**config.mk**
```make
export PLATFORM = sky130hd
export DESIGN_NAME = token_bucket_rate_limiter
export DESIGN_NICKNAME = d
export VERILOG_FILES = /design/src/tbrl_pkg.sv /design/src/token_bucket_rate_limiter.sv /design/src/tbrl_queue.sv /design/src/tbrl_front.sv /design/src/tbrl_back.sv
export SDC_FILE = /design/constraint.sdc
export NUM_CORES = 2
export LEC_CHECK = 0
export BUFFER_PORTS_ARGS = -buffer_cell sky130_fd_sc_hd__buf_2
export CORE_UTILIZATION = 60
export CTS_CLUSTER_SIZE = 30
export DETAILED_ROUTE_END_ITERATION = 10
export GPL_TIMING_DRIVEN = 0
export PLACE_DENSITY = 0.77
export SYNTH_ARGS = -nofsm -noshare
export SYNTH_HDL_FRONTEND = slang
export SYNTH_SLANG_ARGS = --single-unit
```
**constraint.sdc**
```tcl
create_clock -name clock -period 13.76 [get_ports clock]
set_input_delay 0.688 -clock clock [delete_from_list [all_inputs] [get_ports clock]]
set_output_delay 0.688 -clock clock [all_outputs]
set_load 0.02 [all_outputs]
```
**src/tbrl_pkg.sv**
```systemverilog
package tbrl_pkg;

   // q16.16 token values and register width
   localparam int unsigned TOKEN_W = 32;

   // register reset values
   localparam logic [TOKEN_W-1:0] CAPACITY_RESET = 32'd6553600;
   localparam logic [TOKEN_W-1:0] RATE_RESET     = 32'd65536;

   // register indexes
   localparam logic REG_CAPACITY = 1'b0;
   localparam logic REG_RATE     = 1'b1;

   // one classified request as it sits in the queue
   typedef struct packed {
      logic               nonzero;
      logic               refill_ovf;
      logic [TOKEN_W-1:0] refill_add;
      logic [TOKEN_W-1:0] amount;
   } tbrl_entry_type;

   // a word moving between two parts
   typedef struct packed {
      logic           valid;
      tbrl_entry_type entry;
   } tbrl_xfer_type;

endpackage

```
**src/token_bucket_rate_limiter.sv**
```systemverilog
// token bucket rate limiter, q16.16 tokens
//
// request channel (req_valid / req_stall): req_now_ms is a free-running
// millisecond stamp, req_request_amount the tokens asked for. a zero amount
// is denied and leaves the bucket and the time stamp alone.
// result channel (rsp_valid / rsp_stall): one word per request, in order,
// giving rsp_allowed and the bucket level after the request.
// apb port: register 0 at byte 0 is the capacity (a write also fills the
// bucket), register 1 at byte 4 the refill per millisecond.
//
// one word per cycle sustained while the receiver does not stall; a request
// passes the front stage register, the small queue between front and back
// and the output register the back owns before its result shows. the front
// measures elapsed time and runs the refill multiply, the back keeps the level
// and does the add, compare and subtract combinationally. when the receiver
// stalls, the result holds, the queue fills and req_stall rises once the queue
// has no room for words still in flight. reset loads the capacity and rate
// reset values, fills the bucket and clears the last time stamp.
module token_bucket_rate_limiter
   import tbrl_pkg::*;
#(
   parameter int unsigned TIME_WIDTH  = 32,
   parameter int unsigned QUEUE_DEPTH = 4
) (
   input  logic                 clock,
   input  logic                 reset,
   input  logic                 req_valid,
   output logic                 req_stall,
   input  logic [TOKEN_W-1:0]   req_now_ms,
   input  logic [TOKEN_W-1:0]   req_request_amount,
   output logic                 rsp_valid,
   input  logic                 rsp_stall,
   output logic                 rsp_allowed,
   output logic [TOKEN_W-1:0]   rsp_tokens_left,
   input  logic                 psel,
   input  logic                 penable,
   input  logic                 pwrite,
   input  logic [2:0]           paddr,
   input  logic [TOKEN_W-1:0]   pwdata,
   output logic [TOKEN_W-1:0]   prdata,
   output logic                 pready
);

   localparam int unsigned CW = $clog2(QUEUE_DEPTH+1);

   logic                 csr_write;
   logic                 reg_index;
   logic                 capacity_write;
   logic [TOKEN_W-1:0]   capacity_ff, capacity_in;
   logic [TOKEN_W-1:0]   rate_ff, rate_in;
   tbrl_xfer_type        push;
   tbrl_xfer_type        pop;
   logic                 pop_ready;
   logic [CW-1:0]        queue_count;

   // register port
   assign pready         = 1'b1;
   assign reg_index      = paddr[2];
   assign csr_write      = psel && penable && pwrite && pready;
   assign capacity_write = csr_write && (reg_index == REG_CAPACITY);

   always_comb begin
      capacity_in = capacity_ff;
      rate_in     = rate_ff;
      if (csr_write) begin
         case (reg_index)
            REG_CAPACITY: capacity_in = pwdata;
            REG_RATE:     rate_in     = pwdata;
            default:      ;
         endcase
      end
   end

   always_ff @(posedge clock) begin
      if (reset) begin
         capacity_ff <= CAPACITY_RESET;
         rate_ff     <= RATE_RESET;
      end else begin
         capacity_ff <= capacity_in;
         rate_ff     <= rate_in;
      end
   end

   // register read back
   always_comb begin
      case (reg_index)
         REG_CAPACITY: prdata = capacity_ff;
         REG_RATE:     prdata = rate_ff;
         default:      prdata = '0;
      endcase
   end

   // front: accept, classify, refill multiply
   tbrl_front #(
      .TIME_WIDTH  (TIME_WIDTH),
      .QUEUE_DEPTH (QUEUE_DEPTH)
   ) u_front (
      .clock              (clock),
      .reset              (reset),
      .req_valid          (req_valid),
      .req_stall          (req_stall),
      .req_now_ms         (req_now_ms),
      .req_request_amount (req_request_amount),
      .refill_rate        (rate_ff),
      .queue_count        (queue_count),
      .push               (push)
   );

   // decoupling queue
   tbrl_queue #(
      .DEPTH (QUEUE_DEPTH)
   ) u_queue (
      .clock     (clock),
      .reset     (reset),
      .push      (push),
      .pop_ready (pop_ready),
      .pop       (pop),
      .count     (queue_count)
   );

   // back: bucket level and verdict
   tbrl_back u_back (
      .clock           (clock),
      .reset           (reset),
      .pop             (pop),
      .pop_ready       (pop_ready),
      .capacity        (capacity_ff),
      .capacity_write  (capacity_write),
      .capacity_data   (pwdata),
      .rsp_valid       (rsp_valid),
      .rsp_stall       (rsp_stall),
      .rsp_allowed     (rsp_allowed),
      .rsp_tokens_left (rsp_tokens_left)
   );

endmodule

```
**src/tbrl_queue.sv**
```systemverilog
module tbrl_queue
   import tbrl_pkg::*;
#(
   parameter int unsigned DEPTH = 4
) (
   input  logic                             clock,
   input  logic                             reset,
   input  tbrl_xfer_type                    push,
   input  logic                             pop_ready,
   output tbrl_xfer_type                    pop,
   output logic [$clog2(DEPTH+1)-1:0]       count
);

   localparam int unsigned PW = (DEPTH > 1) ? $clog2(DEPTH) : 1;
   localparam int unsigned CW = $clog2(DEPTH+1);
   localparam logic [PW-1:0] LAST_PTR = PW'(DEPTH - 1);

   tbrl_entry_type entries_ff [DEPTH];
   logic [PW-1:0]  wr_ptr_ff, wr_ptr_in;
   logic [PW-1:0]  rd_ptr_ff, rd_ptr_in;
   logic [CW-1:0]  count_ff, count_in;
   logic           do_pop;

   // head word is shown whenever the queue holds something
   assign pop.valid = (count_ff != '0);
   assign pop.entry = entries_ff[rd_ptr_ff];
   assign do_pop    = pop.valid && pop_ready;
   assign count     = count_ff;

   // pointer and fill count update
   always_comb begin
      wr_ptr_in = wr_ptr_ff;
      rd_ptr_in = rd_ptr_ff;
      count_in  = count_ff;
      if (push.valid) begin
         wr_ptr_in = (wr_ptr_ff == LAST_PTR) ? '0 : wr_ptr_ff + 1'b1;
      end
      if (do_pop) begin
         rd_ptr_in = (rd_ptr_ff == LAST_PTR) ? '0 : rd_ptr_ff + 1'b1;
      end
      if (push.valid && !do_pop) begin
         count_in = count_ff + 1'b1;
      end else if (!push.valid && do_pop) begin
         count_in = count_ff - 1'b1;
      end
   end

   always_ff @(posedge clock) begin
      if (reset) begin
         wr_ptr_ff <= '0;
         rd_ptr_ff <= '0;
         count_ff  <= '0;
      end else begin
         wr_ptr_ff <= wr_ptr_in;
         rd_ptr_ff <= rd_ptr_in;
         count_ff  <= count_in;
      end
   end

   // storage write
   always_ff @(posedge clock) begin
      if (push.valid) begin
         entries_ff[wr_ptr_ff] <= push.entry;
      end
   end

endmodule

```
**src/tbrl_front.sv**
```systemverilog
module tbrl_front
   import tbrl_pkg::*;
#(
   parameter int unsigned TIME_WIDTH  = 32,
   parameter int unsigned QUEUE_DEPTH = 4
) (
   input  logic                               clock,
   input  logic                               reset,
   input  logic                               req_valid,
   output logic                               req_stall,
   input  logic [TOKEN_W-1:0]                 req_now_ms,
   input  logic [TOKEN_W-1:0]                 req_request_amount,
   input  logic [TOKEN_W-1:0]                 refill_rate,
   input  logic [$clog2(QUEUE_DEPTH+1)-1:0]   queue_count,
   output tbrl_xfer_type                      push
);

   localparam int unsigned CW = $clog2(QUEUE_DEPTH+1);

   logic                    accept;
   logic                    nonzero;
   logic [TIME_WIDTH-1:0]   now_t;
   logic [TIME_WIDTH-1:0]   elapsed;
   logic [63:0]             elapsed_wide;
   logic [CW:0]             in_flight;
   logic [2*TOKEN_W-1:0]    product;

   logic [TIME_WIDTH-1:0]   last_ff, last_in;
   logic                    s1_valid_ff;
   logic                    s1_nonzero_ff;
   logic                    s1_long_ff;
   logic [TOKEN_W-1:0]      s1_elapsed_ff;
   logic [TOKEN_W-1:0]      s1_amount_ff;

   // stall once the queue could not take everything already in flight
   assign in_flight = {1'b0, queue_count} + (CW+1)'(s1_valid_ff);
   assign req_stall = (in_flight >= (CW+1)'(QUEUE_DEPTH));
   assign accept    = req_valid && !req_stall;

   // classify and measure elapsed time against the last refill stamp
   assign nonzero      = (req_request_amount != '0);
   assign now_t        = TIME_WIDTH'(req_now_ms);
   assign elapsed      = now_t - last_ff;
   assign elapsed_wide = 64'(elapsed);

   always_comb begin
      last_in = last_ff;
      if (accept && nonzero) begin
         last_in = now_t;
      end
   end

   always_ff @(posedge clock) begin
      if (reset) begin
         last_ff     <= '0;
         s1_valid_ff <= 1'b0;
      end else begin
         last_ff     <= last_in;
         s1_valid_ff <= accept;
      end
   end

   // first stage payload
   always_ff @(posedge clock) begin
      if (accept) begin
         s1_nonzero_ff <= nonzero;
         s1_long_ff    <= (elapsed_wide[63:32] != '0);
         s1_elapsed_ff <= elapsed_wide[31:0];
         s1_amount_ff  <= req_request_amount;
      end
   end

   // refill amount, written straight into the queue
   assign product = {{TOKEN_W{1'b0}}, s1_elapsed_ff} * {{TOKEN_W{1'b0}}, refill_rate};

   always_comb begin
      push.valid            = s1_valid_ff;
      push.entry.nonzero    = s1_nonzero_ff;
      push.entry.refill_ovf = (product[2*TOKEN_W-1:TOKEN_W] != '0)
                              || (s1_long_ff && (refill_rate != '0));
      push.entry.refill_add = product[TOKEN_W-1:0];
      push.entry.amount     = s1_amount_ff;
   end

endmodule

```
**src/tbrl_back.sv**
```systemverilog
module tbrl_back
   import tbrl_pkg::*;
(
   input  logic                 clock,
   input  logic                 reset,
   input  tbrl_xfer_type        pop,
   output logic                 pop_ready,
   input  logic [TOKEN_W-1:0]   capacity,
   input  logic                 capacity_write,
   input  logic [TOKEN_W-1:0]   capacity_data,
   output logic                 rsp_valid,
   input  logic                 rsp_stall,
   output logic                 rsp_allowed,
   output logic [TOKEN_W-1:0]   rsp_tokens_left
);

   logic                 take;
   logic [TOKEN_W-1:0]   headroom;
   logic                 fills;
   logic [TOKEN_W-1:0]   refilled;
   logic                 grant;
   logic [TOKEN_W-1:0]   level_next;

   logic [TOKEN_W-1:0]   level_ff, level_in;
   logic                 rsp_valid_ff, rsp_valid_in;
   logic                 rsp_allowed_ff;
   logic [TOKEN_W-1:0]   rsp_left_ff;

   // output register frees up when empty or being taken
   assign pop_ready = !rsp_valid_ff || !rsp_stall;
   assign take      = pop.valid && pop_ready;

   // saturating refill, then the grant decision
   assign headroom = (level_ff < capacity) ? capacity - level_ff : '0;
   assign fills    = pop.entry.refill_ovf || (pop.entry.refill_add >= headroom);
   assign refilled = fills ? capacity : level_ff + pop.entry.refill_add;
   assign grant    = pop.entry.nonzero && (refilled >= pop.entry.amount);

   always_comb begin
      if (!pop.entry.nonzero) begin
         level_next = level_ff;
      end else if (grant) begin
         level_next = refilled - pop.entry.amount;
      end else begin
         level_next = refilled;
      end
   end

   // level update; a capacity write refills the bucket
   always_comb begin
      level_in     = level_ff;
      rsp_valid_in = rsp_valid_ff;
      if (capacity_write) begin
         level_in = capacity_data;
      end else if (take) begin
         level_in = level_next;
      end
      if (take) begin
         rsp_valid_in = 1'b1;
      end else if (!rsp_stall) begin
         rsp_valid_in = 1'b0;
      end
   end

   always_ff @(posedge clock) begin
      if (reset) begin
         level_ff     <= CAPACITY_RESET;
         rsp_valid_ff <= 1'b0;
      end else begin
         level_ff     <= level_in;
         rsp_valid_ff <= rsp_valid_in;
      end
   end

   // result word
   always_ff @(posedge clock) begin
      if (take) begin
         rsp_allowed_ff <= grant;
         rsp_left_ff    <= level_next;
      end
   end

   assign rsp_valid       = rsp_valid_ff;
   assign rsp_allowed     = rsp_allowed_ff;
   assign rsp_tokens_left = rsp_left_ff;

endmodule

```
==> results.py <==
metrics = {
    "run_status": {
        "status": "finished, final reports clean",
    },
    "setup_path": {
        "r2r_slack_ns": 2.52,
        "reg2reg_to": "u_queue.entries_ff[0][64]$_DFFE_PP_",
        "cp-end-kind": "flip-flop",
        "cp-start-kind": "flip-flop",
        "r2r_start": "rate_ff[16]$_SDFFE_PP1P_",
        "worst-endpoint-required_ns": 13.95,
        "endpoint": "u_queue.entries_ff[0][64]$_DFFE_PP_",
        "crit_type": "reg -> reg",
        "worstRegToRegCells": 27,
        "crit_arrival_ns": 11.44,
        "startpoint": "rate_ff[16]$_SDFFE_PP1P_",
        "path_max_fanout": 10,
    },
    "detailed_routing": {
        "drt_first_pass_iters": 8,
        "avgViaCountPerCell": 6.01,
        "initialDrtViolationCount": 4751,
        "ant_nets": 0,
        "wirelength_um": 192000,
        "wl_per_cell_um": 25.1,
        "drc": 0,
        "dr_total_vias": 46100,
    },
    "placement": {
        "hpwl_um": 160000,
        "port_buffers": 170,
        "postPlaceCellArea_um2": 62900,
        "gp_congestion": 1.04,
    },
    "logic_synthesis": {
        "synth-seq-cells": 501,
        "synthXorXnorAreaFrac_pct": 2.33,
        "synth_top_area_share_pct": 29.9,
        "synthArstFlopShare_pct": 0,
        "synth_top_family_by_area": "adder cells",
        "muxShareOfSynthArea_pct": 4.40,
        "synth.distinct_cells": 84,
        "synth_simple_gate_area_share_pct": 15.0,
        "syn_area_per_cell_um2": 9.88,
        "synth_fa_ha_area_share_pct": 38.8,
        "synth_area_leaders": "fa_1, edfxtp_1, ha_1",
        "synth-main-ff-cell": "edfxtp_1",
        "synth_area_um2": 60300,
        "yosysSeqAreaShare_pct": 22.7,
        "synth_warnings": 0,
        "synth-edff-count": 362,
        "synth_fp_nets": 7535,
        "syn_inst": 6101,
        "synth_compound_area_share_pct": 8.11,
        "yosys.area.top_type": "fa_1",
    },
    "cts": {
        "path_clk_slew_ns": 0.07,
        "cts-root-buf": "clkbuf_16",
        "cts_buffers": 48,
        "clk_latency_ns": 0.61,
        "postCtsSetupBuffers": 0,
        "cts_max_level": 2,
        "cts_tree": "yes",
        "cts_resized": 0,
        "cts.sinks": 501,
        "ctsLongestPathBuffers": 3,
        "ctsHoldBuffers": 0,
    },
    "sta": {
        "timing.fmax_mhz": 88.9,
        "rsz0062_at_grt": "no",
        "tns_ns": 0,
        "drv_slew": 0,
        "setup_viol": 0,
        "max-slew-margin-rel_pct": 14.9,
        "finClkSkew_ns": 0.0441,
        "worstMarginPinSlew_ns": 1.28,
        "hold_violations": 0,
        "final.period_utilization_pct": 81.7,
        "fin_crit_ns": 11.24,
    },
    "global_routing": {
        "grt_max_degree": 67,
        "grt_remaining_overflow": 0,
        "grt_pass1_vias": 47200,
        "track_usage_pct": 38.5,
        "grt_antenna_before_repair": 22,
        "grt_first_pass_wirelength_um": 289000,
    },
    "power": {
        "ir_worst_vdd_v": 0.000155,
        "power_density_nw_per_um2": 147,
        "power.leakage_uw": 0.0282,
    },
    "floorplanning": {
        "die_h_um": 319,
        "rows": 115,
        "initial_utilization_pct": 60.9,
        "coreArea_um2": 99000,
        "die-area_um2": 102000,
        "boundaryPins": 174,
        "die_w_um": 319,
    },
    "layout": {
        "nNetsFinal": 7760,
        "fillCellCount": 8066,
        "area_delta_synth_final_pct": 7.11,
        "post-route-util_pct": 65.2,
        "drive_gt1_share_pct": 6.62,
        "fin_area_um2": 64600,
        "multi_input_area_um2": 41400,
        "regArea_um2": 13700,
    },
    "hold_path": {
        "hold_path.class": "in -> reg",
    },
    "run": {
        "max-cap-violations": 0,
    },
}
-- routing by layer --
layer | vias up | wire, um | global-route usage, %
met5 | - | 13 | 0
li1 | 19900 | - | -
met3 | 524 | 20800 | 8.08
met2 | 2518 | 87600 | 60.6
met1 | 23200 | 72500 | 50.6
met4 | 2 | 11400 | 19.6
-- worst max-delay path: stages, from the launching register on --
cell and delay, ns:
dfxtp_1 0.90, clkbuf_1 1.00, nand2_1 0.18, fa_1 0.55, inv_1 0.05, fa_1 0.49, inv_1 0.05, fa_1 0.47
inv_1 0.05, fa_1 0.43, fa_1 0.51, inv_1 0.06, fa_1 0.55, fa_1 0.43, fa_1 0.64, inv_1 0.07
ha_1 0.36, nand2_1 0.10, nor2_1 0.05, a211oi_1 1.01, a21o_1 0.40, a21oi_2 0.12, mux2i_1 0.45, o2111ai_1 0.31
or4_1 0.47, or4_1 0.42, and4bb_1 0.33, nand4_1 0.35
-- power breakdown --
group	internal (uW)	leakage, uW	total, uW	switching, uW
Combinational	2120	0.0229	5900	3770
Sequential	2010	0.00448	2230	218
Clock	789	0.000782	1390	598
-- synth_stat cells, types with 24 or more instances --
cell type  instances
a21oi_1          287
nand3_1           46
mux2_2            50
nor2_1           202
ha_1             427
a21o_1           122
clkbuf_1         262
mux4_2            66
nand2_1          602
nand2b_1          27
xnor2_1          103
a211oi_1          27
xor2_1            57
o21a_1            24
dfxtp_1          139
edfxtp_1         362
nor3_1            36
inv_1           1083
a31oi_1           24
fa_1             901
o21bai_1          29
nand4_1           34
o21ai_0          118
mux2i_1           58
and2_1           735
-- stage by stage --
step	setup slack (ns)	hold slack [ns]	std cells	total power, uW
final	2.52	0.279	7675	9510
after floorplan	5.84	0.436	6101	6100
after CTS	2.96	0.262	7650	9390
after global placement	3.06	0.443	7558	7890
after detailed placement	3.03	0.449	7563	7970
after global routing	2.41	0.266	7660	10100
-- logic make-up after synthesis --
kind of cell	count (synthesis)
adder cells (fa/ha/maj)	1328
AO/OA/AOI/OAI	773
AND/OR/NAND/NOR	1776
multiplexers	176
flip-flops	501
other	1
buffers and inverters	1386
XOR/XNOR	160
-- state kept, by name, indices dropped and copies added, names as in the netlist, 3 cells and up, named ones only --
register and count:
u_queue.count 3, capacity_ff 32, u_queue.entries_ff 264, u_back.rsp_tokens_left 32, rate_ff 32, u_front.last_ff 32, u_front.s1_amount_ff 32, u_front.s1_elapsed_ff 32
u_back.level_ff 32
-- how the worst min path moves through the flow --
stage / from / end / cells after the start
final: req_request_amount[15] / u_front.s1_amount_ff[15]$_DFFE_PP_ / 1
after global routing: req_request_amount[11] / u_front.s1_amount_ff[11]$_DFFE_PP_ / 1
after CTS: req_request_amount[25] / u_front.s1_amount_ff[25]$_DFFE_PP_ / 1
after detailed placement: capacity_ff[0]$_SDFFE_PP0P_ / capacity_ff[0]$_SDFFE_PP0P_ / 2
after global placement: capacity_ff[0]$_SDFFE_PP0P_ / capacity_ff[0]$_SDFFE_PP0P_ / 2
after floorplan: capacity_ff[0]$_SDFFE_PP0P_ / capacity_ff[0]$_SDFFE_PP0P_ / 2
-- placed cells by master (no fill, tap or decap), drive strengths merged, types with 20 or more instances in the layout --
cell type,count
dfxtp,139
diode,25
xnor2,103
ha,427
clkbuf,319
nand3,46
buf,216
a31oi,26
nand2,602
edfxtp,362
o21bai,29
mux2,52
a211oi,28
a21o,122
xor2,57
o21ai,128
a21oi,293
o211ai,20
nor3,36
mux2i,58
o21a,24
fa,901
nor2,202
and2,735
nor2b,21
inv,1086
mux4,66
nand2b,27
nand4,35
-- final cells by class --
| type | instances | share of cell area [%] |
|---|---|---|
| antenna | 25 | 0.0969 |
| buffer | 303 | 1.81 |
| clock buffer | 57 | 1.95 |
| clock inverter | 30 | 0.560 |
| inverter | 1083 | 6.30 |
| multi-input combinational | 4214 | 64.1 |
| sequential | 501 | 21.1 |
| tap | 1287 | 2.49 |
| timing repair buffer | 175 | 1.52 |
Note: power is estimated with default switching activity, not from simulation.
